### config.mk
export PLATFORM = sky130hd
export DESIGN_NAME = adc_record_minmax_tracker_flat
export DESIGN_NICKNAME = d
export VERILOG_FILES = /design/src/armt_pkg.sv /design/src/armt_req_if.sv /design/src/armt_rsp_if.sv /design/src/armt_front.sv /design/src/armt_queue.sv /design/src/armt_back.sv /design/src/adc_record_minmax_tracker.sv /design/src/flat_wrapper.sv
export SDC_FILE = /design/constraint.sdc
export NUM_CORES = 1
export LEC_CHECK = 0
export BUFFER_PORTS_ARGS = -buffer_cell sky130_fd_sc_hd__buf_2
export CORE_UTILIZATION = 50
export CTS_CLUSTER_DIAMETER = 60
export CTS_CLUSTER_SIZE = 24
export DETAILED_ROUTE_END_ITERATION = 12
export HOLD_SLACK_MARGIN = 0.02
export PLACE_DENSITY = 0.67
export SLEW_MARGIN = 40
export SYNTH_ARGS = -nofsm -noshare
export SYNTH_HDL_FRONTEND = slang
export SYNTH_SLANG_ARGS = --single-unit
### constraint.sdc
create_clock -name clock -period 16.55 [get_ports clock]
set_input_delay 0 -clock clock [delete_from_list [all_inputs] [get_ports clock]]
set_output_delay 0 -clock clock [all_outputs]
set_load 0.03 [all_outputs]
### src/armt_pkg.sv
package armt_pkg;

   // Channel and sample geometry
   localparam int NUM_CHANNELS = 5;
   localparam int SAMPLE_BITS  = 24;
   localparam int CHID_BITS    = 8;
   localparam int CH_BITS      = 3;
   localparam int KIND_BITS    = 2;
   localparam int THR_BITS     = 11;
   localparam int LANE_BITS    = (NUM_CHANNELS > 1) ? $clog2(NUM_CHANNELS) : 1;

   // Words in a triggering record: two samples, then max and min of every channel
   localparam int BEATS     = 2 + 2 * NUM_CHANNELS;
   localparam int BEAT_BITS = $clog2(BEATS);

   localparam logic [THR_BITS-1:0] THR_RESET = THR_BITS'(829);
   localparam logic [THR_BITS-1:0] COUNT_MAX = {THR_BITS{1'b1}};

   // Result word kinds
   localparam logic [KIND_BITS-1:0] KIND_SAMPLE = 2'd0;
   localparam logic [KIND_BITS-1:0] KIND_MAX    = 2'd1;
   localparam logic [KIND_BITS-1:0] KIND_MIN    = 2'd2;

   typedef logic signed [SAMPLE_BITS-1:0] code_type;

   // One accepted record on its way to the output side
   typedef struct packed {
      logic [CH_BITS-1:0] channel;
      code_type           first_code;
      code_type           second_code;
      logic               stats;
   } entry_type;

   // Per-channel running extremes
   typedef struct packed {
      logic [NUM_CHANNELS-1:0]                  seen;
      logic [NUM_CHANNELS-1:0][SAMPLE_BITS-1:0] max_code;
      logic [NUM_CHANNELS-1:0][SAMPLE_BITS-1:0] min_code;
   } store_type;

endpackage

### src/armt_req_if.sv
interface armt_req_if;
   logic                           valid;
   logic                           ready;
   logic [armt_pkg::CHID_BITS-1:0] channel_id;
   armt_pkg::code_type             first_code;
   armt_pkg::code_type             second_code;

   modport source (output valid, output channel_id, output first_code, output second_code,
                   input ready);
   modport sink (input valid, input channel_id, input first_code, input second_code,
                 output ready);
   modport monitor (input valid, input ready, input channel_id, input first_code,
                    input second_code);
endinterface

### src/armt_rsp_if.sv
interface armt_rsp_if;
   logic                           valid;
   logic                           ready;
   logic [armt_pkg::KIND_BITS-1:0] kind;
   logic [armt_pkg::CH_BITS-1:0]   channel;
   armt_pkg::code_type             value;
   logic                           last;

   modport source (output valid, output kind, output channel, output value, output last,
                   input ready);
   modport sink (input valid, input kind, input channel, input value, input last,
                 output ready);
   modport monitor (input valid, input ready, input kind, input channel, input value,
                    input last);
endinterface

### src/armt_front.sv
module armt_front (
   input  logic                          clock,
   input  logic                          reset,
   armt_req_if.sink                      req_chan,
   input  logic                          csr_wr_en,
   input  logic [armt_pkg::THR_BITS-1:0] csr_wr_data,
   input  logic                          queue_full,
   output logic                          push,
   output armt_pkg::entry_type           push_entry,
   input  logic                          stats_done,
   output armt_pkg::store_type           store
);

   logic [armt_pkg::THR_BITS-1:0]     threshold_ff;
   logic [armt_pkg::THR_BITS-1:0]     count_ff, count_in;
   logic                              hold_ff, hold_in;
   logic [armt_pkg::NUM_CHANNELS-1:0] seen_ff, seen_in;
   logic [armt_pkg::NUM_CHANNELS-1:0][armt_pkg::SAMPLE_BITS-1:0] max_ff, max_in;
   logic [armt_pkg::NUM_CHANNELS-1:0][armt_pkg::SAMPLE_BITS-1:0] min_ff, min_in;

   logic                            accept;
   logic                            valid_ch;
   logic                            trigger;
   logic [armt_pkg::THR_BITS:0]     count_next;
   armt_pkg::code_type              hi_code, lo_code;

   // Take a word unless the queue is full or a statistics burst is pending
   assign req_chan.ready = !queue_full && !hold_ff;
   assign accept         = req_chan.valid && req_chan.ready;
   assign valid_ch       = (req_chan.channel_id != '0) &&
                           (req_chan.channel_id <= armt_pkg::CHID_BITS'(armt_pkg::NUM_CHANNELS));

   // Order the two samples of the record once for all lanes
   assign hi_code = (req_chan.second_code > req_chan.first_code) ?
                    req_chan.second_code : req_chan.first_code;
   assign lo_code = (req_chan.second_code < req_chan.first_code) ?
                    req_chan.second_code : req_chan.first_code;

   // Count two samples per record; the last channel may trigger statistics
   assign count_next = {1'b0, count_ff} + (armt_pkg::THR_BITS + 1)'(2);
   assign trigger    = (req_chan.channel_id == armt_pkg::CHID_BITS'(armt_pkg::NUM_CHANNELS)) &&
                       (count_next > {1'b0, threshold_ff});

   assign push                   = accept && valid_ch;
   assign push_entry.channel     = req_chan.channel_id[armt_pkg::CH_BITS-1:0];
   assign push_entry.first_code  = req_chan.first_code;
   assign push_entry.second_code = req_chan.second_code;
   assign push_entry.stats       = trigger;

   // Update each lane against its own extremes
   always_comb begin
      seen_in = seen_ff;
      max_in  = max_ff;
      min_in  = min_ff;
      for (int l = 0; l < armt_pkg::NUM_CHANNELS; l++) begin
         if (push && (req_chan.channel_id == armt_pkg::CHID_BITS'(l + 1))) begin
            seen_in[l] = 1'b1;
            if (!seen_ff[l]) begin
               max_in[l] = hi_code;
               min_in[l] = lo_code;
            end else begin
               if (hi_code > armt_pkg::code_type'(max_ff[l])) max_in[l] = hi_code;
               if (lo_code < armt_pkg::code_type'(min_ff[l])) min_in[l] = lo_code;
            end
         end
      end
   end

   // Advance the count, clear it on a burst, saturate it at its maximum
   always_comb begin
      count_in = count_ff;
      hold_in  = hold_ff;
      if (push) begin
         if (trigger) begin
            count_in = '0;
            hold_in  = 1'b1;
         end else if (count_next[armt_pkg::THR_BITS]) begin
            count_in = armt_pkg::COUNT_MAX;
         end else begin
            count_in = count_next[armt_pkg::THR_BITS-1:0];
         end
      end else if (stats_done) begin
         hold_in = 1'b0;
      end
   end

   always_ff @(posedge clock) begin
      if (reset) begin
         threshold_ff <= armt_pkg::THR_RESET;
         count_ff     <= '0;
         hold_ff      <= 1'b0;
         seen_ff      <= '0;
      end else begin
         if (csr_wr_en) threshold_ff <= csr_wr_data;
         count_ff <= count_in;
         hold_ff  <= hold_in;
         seen_ff  <= seen_in;
      end
   end

   always_ff @(posedge clock) begin
      max_ff <= max_in;
      min_ff <= min_in;
   end

   assign store.seen     = seen_ff;
   assign store.max_code = max_ff;
   assign store.min_code = min_ff;

endmodule

### src/armt_queue.sv
module armt_queue #(
   parameter int DEPTH = 4
) (
   input  logic                clock,
   input  logic                reset,
   input  logic                push,
   input  armt_pkg::entry_type push_entry,
   input  logic                pop,
   output armt_pkg::entry_type head,
   output logic                full,
   output logic                empty
);

   localparam int PTR_BITS = (DEPTH > 1) ? $clog2(DEPTH) : 1;

   armt_pkg::entry_type       slots_ff [DEPTH];
   logic [PTR_BITS-1:0]       wr_ptr_ff, rd_ptr_ff;
   logic [PTR_BITS:0]         fill_ff;

   function automatic logic [PTR_BITS-1:0] wrap_inc(input logic [PTR_BITS-1:0] p);
      logic [PTR_BITS-1:0] r;
      if (p == PTR_BITS'(DEPTH - 1)) r = '0;
      else                           r = p + 1'b1;
      return r;
   endfunction

   assign full  = (fill_ff == (PTR_BITS + 1)'(DEPTH));
   assign empty = (fill_ff == '0);
   assign head  = slots_ff[rd_ptr_ff];

   // Hold the words in order
   always_ff @(posedge clock) begin
      if (push) slots_ff[wr_ptr_ff] <= push_entry;
   end

   always_ff @(posedge clock) begin
      if (reset) begin
         wr_ptr_ff <= '0;
         rd_ptr_ff <= '0;
         fill_ff   <= '0;
      end else begin
         if (push) wr_ptr_ff <= wrap_inc(wr_ptr_ff);
         if (pop)  rd_ptr_ff <= wrap_inc(rd_ptr_ff);
         if (push && !pop)      fill_ff <= fill_ff + 1'b1;
         else if (pop && !push) fill_ff <= fill_ff - 1'b1;
      end
   end

endmodule

### src/armt_back.sv
module armt_back (
   input  logic                clock,
   input  logic                reset,
   input  armt_pkg::entry_type head,
   input  logic                empty,
   input  armt_pkg::store_type store,
   output logic                pop,
   output logic                stats_done,
   armt_rsp_if.source          rsp_chan
);

   logic [armt_pkg::BEAT_BITS-1:0] beat_ff;
   logic                           valid_ff;
   logic [armt_pkg::KIND_BITS-1:0] kind_ff, kind_in;
   logic [armt_pkg::CH_BITS-1:0]   channel_ff, channel_in;
   armt_pkg::code_type             value_ff, value_in;
   logic                           last_ff, last_in;

   logic                           load;
   logic [armt_pkg::BEAT_BITS-1:0] stat_idx;
   logic [armt_pkg::LANE_BITS-1:0] lane;

   // Fill the output register whenever it is empty or being taken
   assign load     = !empty && (!valid_ff || rsp_chan.ready);
   assign stat_idx = beat_ff - armt_pkg::BEAT_BITS'(2);
   assign lane     = armt_pkg::LANE_BITS'(stat_idx >> 1);

   // Build the next word from the head record and the extremes
   always_comb begin
      kind_in    = armt_pkg::KIND_SAMPLE;
      channel_in = head.channel;
      value_in   = head.first_code;
      last_in    = 1'b0;
      case (beat_ff)
         armt_pkg::BEAT_BITS'(0): begin
            value_in = head.first_code;
         end
         armt_pkg::BEAT_BITS'(1): begin
            value_in = head.second_code;
            last_in  = !head.stats;
         end
         default: begin
            kind_in    = stat_idx[0] ? armt_pkg::KIND_MIN : armt_pkg::KIND_MAX;
            channel_in = armt_pkg::CH_BITS'(lane) + 1'b1;
            if (!store.seen[lane])  value_in = '0;
            else if (stat_idx[0])   value_in = store.min_code[lane];
            else                    value_in = store.max_code[lane];
            last_in    = (beat_ff == armt_pkg::BEAT_BITS'(armt_pkg::BEATS - 1));
         end
      endcase
   end

   assign pop        = load && last_in;
   assign stats_done = pop && head.stats;

   always_ff @(posedge clock) begin
      if (reset) begin
         valid_ff <= 1'b0;
         beat_ff  <= '0;
      end else begin
         if (load)                 valid_ff <= 1'b1;
         else if (rsp_chan.ready)  valid_ff <= 1'b0;
         if (load) begin
            if (last_in) beat_ff <= '0;
            else         beat_ff <= beat_ff + 1'b1;
         end
      end
   end

   always_ff @(posedge clock) begin
      if (load) begin
         kind_ff    <= kind_in;
         channel_ff <= channel_in;
         value_ff   <= value_in;
         last_ff    <= last_in;
      end
   end

   assign rsp_chan.valid   = valid_ff;
   assign rsp_chan.kind    = kind_ff;
   assign rsp_chan.channel = channel_ff;
   assign rsp_chan.value   = value_ff;
   assign rsp_chan.last    = last_ff;

endmodule

### src/adc_record_minmax_tracker.sv
// A record's first word passes the queue slot, then the output register (empty queue, no stall).
// The output register emits one word a cycle while the result side is ready; a record gives
// two sample words, a triggering record adds ten statistics words, and intake pauses until they go.
// The input side takes a record each cycle while the queue between the sides has room.
// Reset (synchronous, active high) clears count, seen flags and queue; threshold to 829.
module adc_record_minmax_tracker #(
   parameter int QUEUE_DEPTH = 4
) (
   input  logic                          clock,
   input  logic                          reset,
   armt_req_if.sink                      req_chan,
   armt_rsp_if.source                    rsp_chan,
   input  logic                          csr_wr_en,
   input  logic [armt_pkg::THR_BITS-1:0] csr_wr_data
);

   logic                queue_full, queue_empty;
   logic                push, pop, stats_done;
   armt_pkg::entry_type push_entry, head;
   armt_pkg::store_type store;

   // Classify, count and track extremes
   armt_front u_front (
      .clock       (clock),
      .reset       (reset),
      .req_chan    (req_chan),
      .csr_wr_en   (csr_wr_en),
      .csr_wr_data (csr_wr_data),
      .queue_full  (queue_full),
      .push        (push),
      .push_entry  (push_entry),
      .stats_done  (stats_done),
      .store       (store)
   );

   // Decouple intake from output
   armt_queue #(.DEPTH(QUEUE_DEPTH)) u_queue (
      .clock      (clock),
      .reset      (reset),
      .push       (push),
      .push_entry (push_entry),
      .pop        (pop),
      .head       (head),
      .full       (queue_full),
      .empty      (queue_empty)
   );

   // Serialise each record into words
   armt_back u_back (
      .clock      (clock),
      .reset      (reset),
      .head       (head),
      .empty      (queue_empty),
      .store      (store),
      .pop        (pop),
      .stats_done (stats_done),
      .rsp_chan   (rsp_chan)
   );

endmodule

### src/flat_wrapper.sv
// flat-port wrapper written by rule: the top's interface ports become plain ports
module adc_record_minmax_tracker_flat 
#(
   parameter int QUEUE_DEPTH = 4
)
  (clock, reset, csr_wr_en, csr_wr_data, req_chan_valid, req_chan_channel_id, req_chan_first_code, req_chan_second_code, req_chan_ready, rsp_chan_valid, rsp_chan_kind, rsp_chan_channel, rsp_chan_value, rsp_chan_last, rsp_chan_ready);
  armt_req_if req_chan_i ();
  armt_rsp_if rsp_chan_i ();
  input  logic clock;
  input  logic reset;
  input  logic csr_wr_en;
  input  logic [armt_pkg::THR_BITS-1:0] csr_wr_data;
  input wire logic [$bits(req_chan_i.valid)-1:0] req_chan_valid;
  input wire logic [$bits(req_chan_i.channel_id)-1:0] req_chan_channel_id;
  input wire logic [$bits(req_chan_i.first_code)-1:0] req_chan_first_code;
  input wire logic [$bits(req_chan_i.second_code)-1:0] req_chan_second_code;
  output wire logic [$bits(req_chan_i.ready)-1:0] req_chan_ready;
  output wire logic [$bits(rsp_chan_i.valid)-1:0] rsp_chan_valid;
  output wire logic [$bits(rsp_chan_i.kind)-1:0] rsp_chan_kind;
  output wire logic [$bits(rsp_chan_i.channel)-1:0] rsp_chan_channel;
  output wire logic [$bits(rsp_chan_i.value)-1:0] rsp_chan_value;
  output wire logic [$bits(rsp_chan_i.last)-1:0] rsp_chan_last;
  input wire logic [$bits(rsp_chan_i.ready)-1:0] rsp_chan_ready;
  assign req_chan_i.valid = req_chan_valid;
  assign req_chan_i.channel_id = req_chan_channel_id;
  assign req_chan_i.first_code = req_chan_first_code;
  assign req_chan_i.second_code = req_chan_second_code;
  assign req_chan_ready = req_chan_i.ready;
  assign rsp_chan_valid = rsp_chan_i.valid;
  assign rsp_chan_kind = rsp_chan_i.kind;
  assign rsp_chan_channel = rsp_chan_i.channel;
  assign rsp_chan_value = rsp_chan_i.value;
  assign rsp_chan_last = rsp_chan_i.last;
  assign rsp_chan_i.ready = rsp_chan_ready;
  adc_record_minmax_tracker #(.QUEUE_DEPTH(QUEUE_DEPTH)) u_core (.clock(clock), .reset(reset), .req_chan(req_chan_i), .rsp_chan(rsp_chan_i), .csr_wr_en(csr_wr_en), .csr_wr_data(csr_wr_data));
endmodule
==> results.txt <==
The run finished with clean final reports. In the final layout, the multi-input gates occupy about 11000 um2. The detail-routed net length per standard cell is approximately 24 um.

The post-detailed-route DRC marker count is 0. In this run the standard cell core region covers ~54000 um2. Entering global routing, the biggest net connects 55 pins. The count of fill cells added during filler insertion is roughly 4200. Setup repair after global routing left no endpoint under its margin.

Static timing analysis puts the maximum clock frequency at between 150 and 200 MHz. The count of buffers inserted at the top-level ports came out at 103. The final max-slew violation count came out at 0. The post-synth net total came out at about 2500. In this run the horizontal extent of the chip is 237 um.

The clock transition time at the flip-flop clock pins of the worst setup and hold paths came out at ~0.07 ns. The final cell count without fillers came out at between 3000 and 4000. In the synthesized netlist the async set-or-reset flop fraction comes to 0%. After synthesis, the cell types taking the most area are edfxtp_1 52%, ha_1 13%, mux4_2 8.1%. The nature of the critical path startpoint is a primary input. The setup clock skew after layout came out at just over 0.03 ns.

Global routing used roughly a quarter of the available tracks across all layers. The fraction of the yosys area taken by sequential cells came out at ~55%. The mapped netlist covers about 28000 um2. Total power for the finished layout comes to 0.00301 W. The average instance area after synthesis came out at roughly 13 um2. The transition time at the pin with the least slew margin came out at about 0.86 ns. The worst pin sits at a relative slew slack of 43.0%.

The number of antenna violations at the first check in global routing came out at 1. The via count of the first global-routing pass is roughly 19000. The worst setup path is of the in2reg kind. The layout-stage area growth over the synthesis result is 14.4%. Once detail routing completed, the nets flagged for antenna violations numbered 0. The aggregate global routing overflow is 0. The number of placed instances, taps included, is roughly 2900.

The commonest cells after synthesis are 478 x edfxtp_1, 290 x inv_1, 282 x ha_1. The tree is rooted in a clkbuf_16. In the final layout, flip-flops and latches occupy approximately 15000 um2. The leakage power of the design came out at 12.6 nW. The data arrival time of the worst path came out at roughly 6 ns. The share of post-route cells with drive strength above 1 is ~17%.

In this run, synthesis produced a sequential element count of 520. The final count of negative-setup-slack endpoints is 0. The warning count from the yosys run came out at 0. The routability-driven placement congestion ratio came out at approximately 0.95. The worst path uses roughly a third of the clock period.

STA classifies the critical path endpoint as a flip-flop. The count of endpoints failing hold in the final timing report is 0. In the routed layout, each cell is associated on average with a via count of 5.93. Summed over all failing endpoints, the final setup total negative slack is 0 ns. The largest voltage drop on the vdd net is about 0.086 mV.

The initial core utilization is 51.0%. The first global-routing pass estimated 112000 um of wire. The class of the tightest hold or removal check is in2reg. TritonCTS built the clock tree. From bottom edge to top edge, the die measures around 240 um. The proportion of netlist area held by the largest area contributor came out at 51.8%. For this run, the leading register cell type out of synthesis is edfxtp_1. The routed wire length is around 75000 um. The total number of nets in the final design came out at about 2700. The antenna diode instance count came out at 0. The post-layout minimum cycle time is 5.80 ns. Row generation in the floorplan step produced 85 rows. The cell taking the most area after synthesis is edfxtp_1. The instance count of the mapped netlist came out at about 2100. Of all nets on the critical path, the largest fanout is 17.

The number of buffers added by the clock tree synthesis step is 42. The insertion delay of the later-clocked pin in the worst-skew pair is ~0.6 ns. The number of gates resized after cts came out at 0. The tool flagged a number of max-cap violations equal to 0. The full die area is 56400 um2.

The count of different cell masters after synthesis is 75. The estimated wirelength of the detail-placed design is ~53000 um. After the first detailed-routing iteration, the DRC count stood at 1514. The worst path required time is roughly 17 ns. The count of flip-flops with a built-in enable after synthesis is around 480.

The number of placed I/O pins is between 100 and 150. The H-tree depth is 2. The leading cell type by number of instances after synthesis is edfxtp_1. The deepest clock path buffer count is 3. The first TritonRoute pass finished after 5 iterations.

Detailed routing inserted a total of 18300 vias. The power per unit of standard cell area came out at roughly 95 nW/um2. The clock net in this run drives a total of 520 sinks.
==> cell usage in the layout (no fill, tap or decap), drive strengths merged, types with 7 or more instances in the layout <==
cell type | netlist | layout
and2 | 8 | 8
dlygate4sd3 | 0 | 86
buf | 21 | 154
a21o | 65 | 65
nand2b | 10 | 10
dfxtp | 42 | 42
nor4 | 15 | 15
o21ai | 119 | 119
mux2 | 26 | 26
nand4 | 47 | 47
a211oi | 19 | 19
nor3 | 20 | 20
o211ai | 15 | 15
a211o | 7 | 7
clkbuf | 46 | 45
or3 | 27 | 27
mux4 | 100 | 100
a22oi | 48 | 48
nand2 | 98 | 98
clkinv | 0 | 17
a21oi | 87 | 87
xor2 | 8 | 8
ha | 282 | 282
and3 | 8 | 8
nor2b | 19 | 19
mux2i | 35 | 35
nor2 | 53 | 53
nand3 | 28 | 28
edfxtp | 478 | 478
inv | 291 | 302
==> timing repair <==
action,in CTS,in global routing
hold buffers,86,0
hold endpoints to repair,348,0
setup endpoints to repair,0,0
setup buffers,0,0
==> cells by family after synthesis <==
logic type / synth area share (%)
AND/OR/NAND/NOR: 6.45
flip-flops: 54.8
AO/OA/AOI/OAI: 9.78
XOR/XNOR: 0.478
buffers and inverters: 4.98
multiplexers: 10.7
adder cells (fa/ha/maj): 12.8
==> flip-flops by register name (all words and copies together), names as in the netlist, named ones only <==
register	count
u_core.u_back.beat_ff	4
u_core.u_back.rsp_chan.channel	3
u_core.u_back.rsp_chan.kind	2
u_core.u_back.rsp_chan.last	1
u_core.u_back.rsp_chan.valid	1
u_core.u_back.rsp_chan.value	24
u_core.u_front.count_ff	11
u_core.u_front.hold_ff	1
u_core.u_front.seen_ff	5
u_core.u_front.store	240
u_core.u_front.threshold_ff	11
u_core.u_queue.fill_ff	3
u_core.u_queue.rd_ptr_ff	2
u_core.u_queue.slots_ff	208
u_core.u_queue.wr_ptr_ff	2
==> critical path, cell delays in order <==
cell           delay (ns)
dlygate4sd3_1        0.52
buf_2                0.17
inv_1                0.07
ha_1                 0.29
nand2_1              0.13
o21ai_0              0.41
nand2_1              0.17
a31oi_4              0.28
nor2b_4              0.09
xnor2_4              0.14
a21o_1               0.39
buf_4                0.42
mux2_4               0.43
ha_1                 0.37
a21oi_1              0.26
nor3_1               0.07
a311oi_1             0.50
o211ai_1             0.27
a311oi_4             0.67
buf_4                0.39
==> final timing paths <==
kind                                            from                                       to  slack (ns)  depth (start not counted)
max                           req_chan_first_code[7]      u_core.u_front.store[149]$_DFFE_PP_       10.75                         20
min                           req_chan_channel_id[3]  u_core.u_front.count_ff[1]$_SDFFE_PP0P_        0.06                          5
max reg2reg  u_core.u_front.count_ff[1]$_SDFFE_PP0P_  u_core.u_queue.slots_ff[0][0]$_DFFE_PP_       12.84                         12
min reg2reg  u_core.u_front.count_ff[0]$_SDFFE_PP0P_  u_core.u_front.count_ff[0]$_SDFFE_PP0P_        0.49                          2
==> metrics by stage <==
step | worst slack, ns | util, % | instance area (um2) | hold WS [ns]
floorplan | 10.09 | - | 27700 | 0.0989
global placement | 10.85 | 54.0 | 29300 | 0.224
detailed placement | 10.75 | 54.0 | 29300 | 0.228
CTS | 10.82 | 58.2 | 31600 | 0.0392
global route | 10.52 | 58.3 | 31700 | 0.0959
finish | 10.75 | 58.3 | 31700 | 0.0577
==> routing by layer <==
metal  share of wire (%)  GRT usage, %  vias to the layer above
met5               0.026             0                        -
met4                 4.3          11.4                        2
met3                 6.9          4.67                      137
met2                  48          43.8                      621
met1                  41          35.1                     9145
li1                    -             -                     8421
==> report_power, final <==
group	switching (W)	internal [W]	total, W	leakage (nW)
registers	0.00000377	0.00146	0.00146	4.64
logic	0.000301	0.000187	0.000488	7.29
clock network	0.000533	0.000520	0.00105	0.687
==> cell type report <==
cell class                 count  area share (%)
inverter                     291            3.45
timing repair buffer         240            5.69
sequential                   520            48.0
tap                          739            2.92
clock buffer                  45            3.42
clock inverter                32            1.10
multi-input combinational   1223            35.5
No activity file was read; power rests on OpenSTA's default activity.
